### src/mm_pkg.sv
// Shared types and constants of the matrix multiply core.
// Holds the transaction payload structs and the controller to datapath bundles.
// Has no dependencies.
package mm_pkg;

	localparam int IDX_W     = 4;
	localparam int VAL_W     = 16;
	localparam int DIM_W     = 5;
	localparam int ACC_W     = 36;
	localparam int CFG_IDX_W = 2;
	localparam int DIM_LIMIT = 16;

	localparam logic [1:0] OP_WRITE_A = 2'd0;
	localparam logic [1:0] OP_WRITE_B = 2'd1;
	localparam logic [1:0] OP_COMPUTE = 2'd2;

	localparam logic [CFG_IDX_W-1:0] REG_A_ROWS     = 2'd0;
	localparam logic [CFG_IDX_W-1:0] REG_INNER_SIZE = 2'd1;
	localparam logic [CFG_IDX_W-1:0] REG_B_COLS     = 2'd2;

	localparam logic STATUS_OK  = 1'b0;
	localparam logic STATUS_ERR = 1'b1;

	typedef struct packed {
		logic [1:0]              opcode;
		logic [IDX_W-1:0]        row_index;
		logic [IDX_W-1:0]        col_index;
		logic signed [VAL_W-1:0] element_value;
	} in_t;

	typedef struct packed {
		logic [IDX_W-1:0]        out_row;
		logic [IDX_W-1:0]        out_col;
		logic signed [ACC_W-1:0] product_value;
		logic                    last_of_row;
		logic                    status;
	} out_t;

	typedef struct packed {
		logic             wr_a;
		logic             wr_b;
		logic             rd_en;
		logic             rd_first;
		logic             rd_last;
		logic             load_out;
		logic             out_err;
		logic             out_last;
		logic [IDX_W-1:0] row;
		logic [IDX_W-1:0] col;
		logic [IDX_W-1:0] k;
		logic [VAL_W-1:0] wr_data;
	} dp_cmd_t;

	typedef struct packed {
		logic acc_ready;
		logic out_free;
	} dp_status_t;

endpackage

### src/mm_ctrl.sv
// Controller of the matrix multiply core: configuration registers, item decode and
// the sequencer over product columns and inner terms. Uses mm_pkg.
module mm_ctrl #(
	parameter int MAX_DIM = 16
) (
	input  logic                           clk,
	input  logic                           arst_n,
	input  logic                           cfg_wr_en,
	input  logic [mm_pkg::CFG_IDX_W-1:0]   cfg_index,
	input  logic [mm_pkg::DIM_W-1:0]       cfg_data,
	input  logic                           in_valid,
	output logic                           in_ready,
	input  mm_pkg::in_t                    in_data,
	input  mm_pkg::dp_status_t             status,
	output mm_pkg::dp_cmd_t                cmd
);

	localparam logic [mm_pkg::DIM_W-1:0] CAP =
		mm_pkg::DIM_W'((MAX_DIM < mm_pkg::DIM_LIMIT) ? MAX_DIM : mm_pkg::DIM_LIMIT);

	localparam logic [1:0] ST_IDLE  = 2'd0;
	localparam logic [1:0] ST_ERR   = 2'd1;
	localparam logic [1:0] ST_ISSUE = 2'd2;
	localparam logic [1:0] ST_WAIT  = 2'd3;

	logic [1:0]                state_q;
	logic [1:0]                state_d;
	logic [mm_pkg::DIM_W-1:0]  a_rows_q;
	logic [mm_pkg::DIM_W-1:0]  inner_q;
	logic [mm_pkg::DIM_W-1:0]  b_cols_q;
	logic [mm_pkg::IDX_W-1:0]  row_q;
	logic [mm_pkg::IDX_W-1:0]  row_d;
	logic [mm_pkg::IDX_W-1:0]  col_q;
	logic [mm_pkg::IDX_W-1:0]  col_d;
	logic [mm_pkg::IDX_W-1:0]  k_q;
	logic [mm_pkg::IDX_W-1:0]  k_d;
	logic [mm_pkg::DIM_W-1:0]  cfg_clamped;
	logic                      accept;
	logic                      row_ok;
	logic                      col_ok_a;
	logic                      row_ok_b;
	logic                      col_ok_b;
	logic                      k_last;
	logic                      col_last;

	always_comb begin
		if (cfg_data == '0) begin
			cfg_clamped = mm_pkg::DIM_W'(1);
		end else if (cfg_data > CAP) begin
			cfg_clamped = CAP;
		end else begin
			cfg_clamped = cfg_data;
		end
	end

	assign in_ready = (state_q == ST_IDLE);
	assign accept   = in_valid && in_ready;
	assign row_ok   = {1'b0, in_data.row_index} < a_rows_q;
	assign col_ok_a = {1'b0, in_data.col_index} < inner_q;
	assign row_ok_b = {1'b0, in_data.row_index} < inner_q;
	assign col_ok_b = {1'b0, in_data.col_index} < b_cols_q;
	assign k_last   = {1'b0, k_q} == inner_q - mm_pkg::DIM_W'(1);
	assign col_last = {1'b0, col_q} == b_cols_q - mm_pkg::DIM_W'(1);

	always_comb begin
		state_d = state_q;
		row_d   = row_q;
		col_d   = col_q;
		k_d     = k_q;
		cmd     = '0;
		cmd.row = row_q;
		cmd.col = col_q;
		cmd.k   = k_q;
		unique case (state_q)
			ST_IDLE: begin
				cmd.row     = in_data.row_index;
				cmd.col     = in_data.col_index;
				cmd.wr_data = in_data.element_value;
				if (accept) begin
					row_d = in_data.row_index;
					col_d = in_data.col_index;
					k_d   = '0;
					unique case (in_data.opcode)
						mm_pkg::OP_WRITE_A: begin
							if (row_ok && col_ok_a) begin
								cmd.wr_a = 1'b1;
							end else begin
								state_d = ST_ERR;
							end
						end
						mm_pkg::OP_WRITE_B: begin
							if (row_ok_b && col_ok_b) begin
								cmd.wr_b = 1'b1;
							end else begin
								state_d = ST_ERR;
							end
						end
						mm_pkg::OP_COMPUTE: begin
							col_d = '0;
							if (row_ok) begin
								state_d = ST_ISSUE;
							end else begin
								state_d = ST_ERR;
							end
						end
						default: begin
							state_d = ST_ERR;
						end
					endcase
				end
			end
			ST_ERR: begin
				if (status.out_free) begin
					cmd.load_out = 1'b1;
					cmd.out_err  = 1'b1;
					cmd.out_last = 1'b1;
					state_d      = ST_IDLE;
				end
			end
			ST_ISSUE: begin
				cmd.rd_en    = 1'b1;
				cmd.rd_first = (k_q == '0);
				cmd.rd_last  = k_last;
				if (k_last) begin
					k_d     = '0;
					state_d = ST_WAIT;
				end else begin
					k_d = k_q + mm_pkg::IDX_W'(1);
				end
			end
			ST_WAIT: begin
				if (status.acc_ready && status.out_free) begin
					cmd.load_out = 1'b1;
					cmd.out_last = col_last;
					if (col_last) begin
						state_d = ST_IDLE;
					end else begin
						col_d   = col_q + mm_pkg::IDX_W'(1);
						state_d = ST_ISSUE;
					end
				end
			end
			default: begin
				state_d = ST_IDLE;
			end
		endcase
	end

	always_ff @(posedge clk or negedge arst_n) begin
		if (!arst_n) begin
			state_q  <= ST_IDLE;
			a_rows_q <= mm_pkg::DIM_W'(1);
			inner_q  <= mm_pkg::DIM_W'(1);
			b_cols_q <= mm_pkg::DIM_W'(1);
			row_q    <= '0;
			col_q    <= '0;
			k_q      <= '0;
		end else begin
			state_q <= state_d;
			row_q   <= row_d;
			col_q   <= col_d;
			k_q     <= k_d;
			if (cfg_wr_en) begin
				unique case (cfg_index)
					mm_pkg::REG_A_ROWS:     a_rows_q <= cfg_clamped;
					mm_pkg::REG_INNER_SIZE: inner_q  <= cfg_clamped;
					mm_pkg::REG_B_COLS:     b_cols_q <= cfg_clamped;
					default: begin
					end
				endcase
			end
		end
	end

endmodule

### config.mk
export PLATFORM = sky130hd
export DESIGN_NAME = mm_ctrl
export DESIGN_NICKNAME = d
export VERILOG_FILES = /design/src/mm_pkg.sv /design/src/mm_ctrl.sv
export SDC_FILE = /design/constraint.sdc
export NUM_CORES = 1
export LEC_CHECK = 0
export ABC_AREA = 1
export BUFFER_PORTS_ARGS = -buffer_cell sky130_fd_sc_hd__clkbuf_2
export CAP_MARGIN = 20
export CORE_ASPECT_RATIO = 1.5
export CORE_UTILIZATION = 52
export CTS_CLUSTER_DIAMETER = 60
export CTS_CLUSTER_SIZE = 20
export DETAILED_ROUTE_END_ITERATION = 10
export GPL_ROUTABILITY_DRIVEN = 0
export PLACE_DENSITY = 0.82
export SETUP_SLACK_MARGIN = 0.1
export SYNTH_ARGS = -nofsm -noshare
export SYNTH_HDL_FRONTEND = slang
export SYNTH_SLANG_ARGS = --single-unit
### constraint.sdc
create_clock -name clk -period 3.6 [get_ports clk]
set_input_delay 0.9 -clock clk [delete_from_list [all_inputs] [get_ports clk]]
set_output_delay 0.9 -clock clk [all_outputs]
set_load 0.03 [all_outputs]
==> run summary <==
CP arrival: 2.33 ns
count of state elements after synthesis: 29
syn_nets: 403
maxcap violations: 0
Post-CTS Setup Bufs: 0
fraction of layout instances using a drive strength above 1: 0.237
CTS tree: built
prevailing post-synth register cell: dfrtp_1
# setup viols final: 0
Ports: 76
1st-iter DRT viols: 86
die width: 56.2 um
CP Max Fanout: 3
CTS sink count: 29
Antenna Cells: 0
routed vias: 2476
fin util: 0.668
die height: 83.4 um
initial antenna violation count: 0
Slew HR: 0.517
CP required: 2.70 ns
Hold Path Cell Cnt: 2
routed wire length: 5750 um
Tightest Hold Check Type: flop to flop
syn avg cell area: 6.61 um^2
H-tree Lvls: 2
PwrDens: 767 nW/um^2
final worst path period share: 0.896
DRC: 0
Worst-path clk slew: 0.07 ns
WL/cell: 12.2 um
worst reg2reg path depth: 13
CTS Hold Bufs: 0
CTS root buffer: clkbuf_8
Core Rows: 29
# port buffers: 75
gr usage total: 0.255
Min Hold Slack: 0.487 ns
final slew viol count: 0
post-CTS sizing: 0
Layout Skew: 0.00653 ns
Clock Latency Late Sink: 0.29 ns
clock buffer count from CTS: 5
worst ir drop on vdd: 0.713 mV
setup TNS: 0 ns
antenna viol nets, final: 0
static leakage: 1.71 nW
HPWL after DPL: 4560 um
GRT overflow: 0
startpoint types: input pin
Cells after Synth: 347
Synth async-reset ratio: 1.00
first-pass GRT wire length: 9490 um
status: completed
vias in the first global route: 2335
initial core utilization: 0.541
Final nets: 482
most frequent cells in the layout: 88 x nand2_1, 75 x clkbuf_2, 69 x inv_1, 40 x nor2_1
Hold Violations, Final: 0
Layout area overhead: 23.6%
register area share after synthesis: 0.318
Synth Warn #: 0
Final min period: 3.23 ns
fmax: 310 MHz
Least-Margin Pin Slew: 0.725 ns
endpoint class of the critical path: output port
WS Path Type: input pin to output port
maximum root-to-sink buffer count: 2
Core ar.: 4250 um^2
RSZ-0062 raised after global routing: no
Via density: 5.23
Mapped Area: 2290 um^2
largest net degree at the start of global routing: 30
library cells used by synthesis: 29
die area: 4690 um^2
Post-synth EDFFs: 0
most common cell after layout, fill and taps aside: nand2_1
drt first pass iters: 4
## stage by stage
step | setup slack (ns) | instance area [um^2] | std cells | power (mW)
2_1_floorplan | 0.251 | 2290 | 347 | 1.49
3_3_place_gp | 0.486 | 2720 | 465 | 1.79
3_5_place_dp | 0.406 | 2720 | 465 | 1.82
4_1_cts | 0.404 | 2840 | 473 | 2.19
5_1_grt | 0.265 | 2840 | 473 | 2.34
6_report | 0.373 | 2840 | 473 | 2.18
## critical path, cell delays in order
cell and delay [ns]:
clkbuf_2 0.12, ha_1 0.32, nand2_1 0.07, nand3b_1 0.13, nand2_1 0.07, nor2_1 0.19
nand3_1 0.16, nor2_1 0.14, clkbuf_2 0.23
## worst paths after layout
kind	slack, ns	startpoint	to
max in group asynchronous	2.47	arst_n	state_q[1]
worst max register to register	1.64	inner_q[0]	state_q[0]
worst max-delay path	0.37	in_data[22]	cmd[35]
worst min register to register	0.49	row_q[1]	row_q[1]
worst min-delay path	0.49	row_q[1]	row_q[1]
min in group asynchronous	0.66	arst_n	a_rows_q[3]
## layer usage
layer,GRT usage,share of wire,vias up
li1,-,-,1240
met1,0.242,0.37,1134
met4,0.131,0.031,0
met2,0.500,0.55,83
met5,0,0,-
met3,0.0436,0.054,19
## registers in the layout, summed over array words and instances (netlist names)
signal / count
state_q: 2
col_q: 4
b_cols_q: 5
k_q: 4
a_rows_q: 5
inner_q: 5
row_q: 4
## synth_stat cells, types with 2 or more instances
| cell | instances | area, um^2 |
|---|---|---|
| nand4_1 | 2 | 12.5 |
| o21ai_0 | 18 | 90.1 |
| a21oi_1 | 8 | 40.0 |
| inv_1 | 69 | 259 |
| inv_2 | 4 | 15.0 |
| xor2_1 | 6 | 52.6 |
| dfstp_2 | 3 | 78.8 |
| nand2_2 | 2 | 12.5 |
| o21ai_1 | 2 | 10.0 |
| buf_2 | 3 | 15.0 |
| o22ai_1 | 11 | 68.8 |
| nand2_1 | 88 | 330 |
| nand3_1 | 26 | 130 |
| nor2_4 | 2 | 22.5 |
| nor2_1 | 40 | 150 |
| nor3_1 | 5 | 25.0 |
| ha_1 | 17 | 213 |
| xnor2_1 | 3 | 26.3 |
| a21boi_0 | 2 | 15.0 |
| a31oi_1 | 2 | 12.5 |
| dfrtp_1 | 26 | 651 |
## cell type report
type                       instances  area, um^2
clock buffer                       6        82.6
sequential                        29         729
fill                             387        1410
clock inverter                     2        37.5
tap                               46        57.6
timing repair buffer              76         383
inverter                          74         279
multi-input combinational        240        1270
## power by group
part / internal [mW] / total (mW) / switching [mW]
Combinational: 0.394 / 1.27 / 0.881
Clock: 0.225 / 0.357 / 0.132
Sequential: 0.428 / 0.544 / 0.117
Total: 1.05 / 2.18 / 1.13
## logic make-up after synthesis
kind of cell	share of synthesized area
adders and majority gates	0.0927
buffers and inverters	0.130
and+or+nand+nor	0.318
AOI/OAI and AO/OA	0.107
DFF	0.318
xor gates and xnor gates	0.0344
Power figures use the tool's default switching activity.
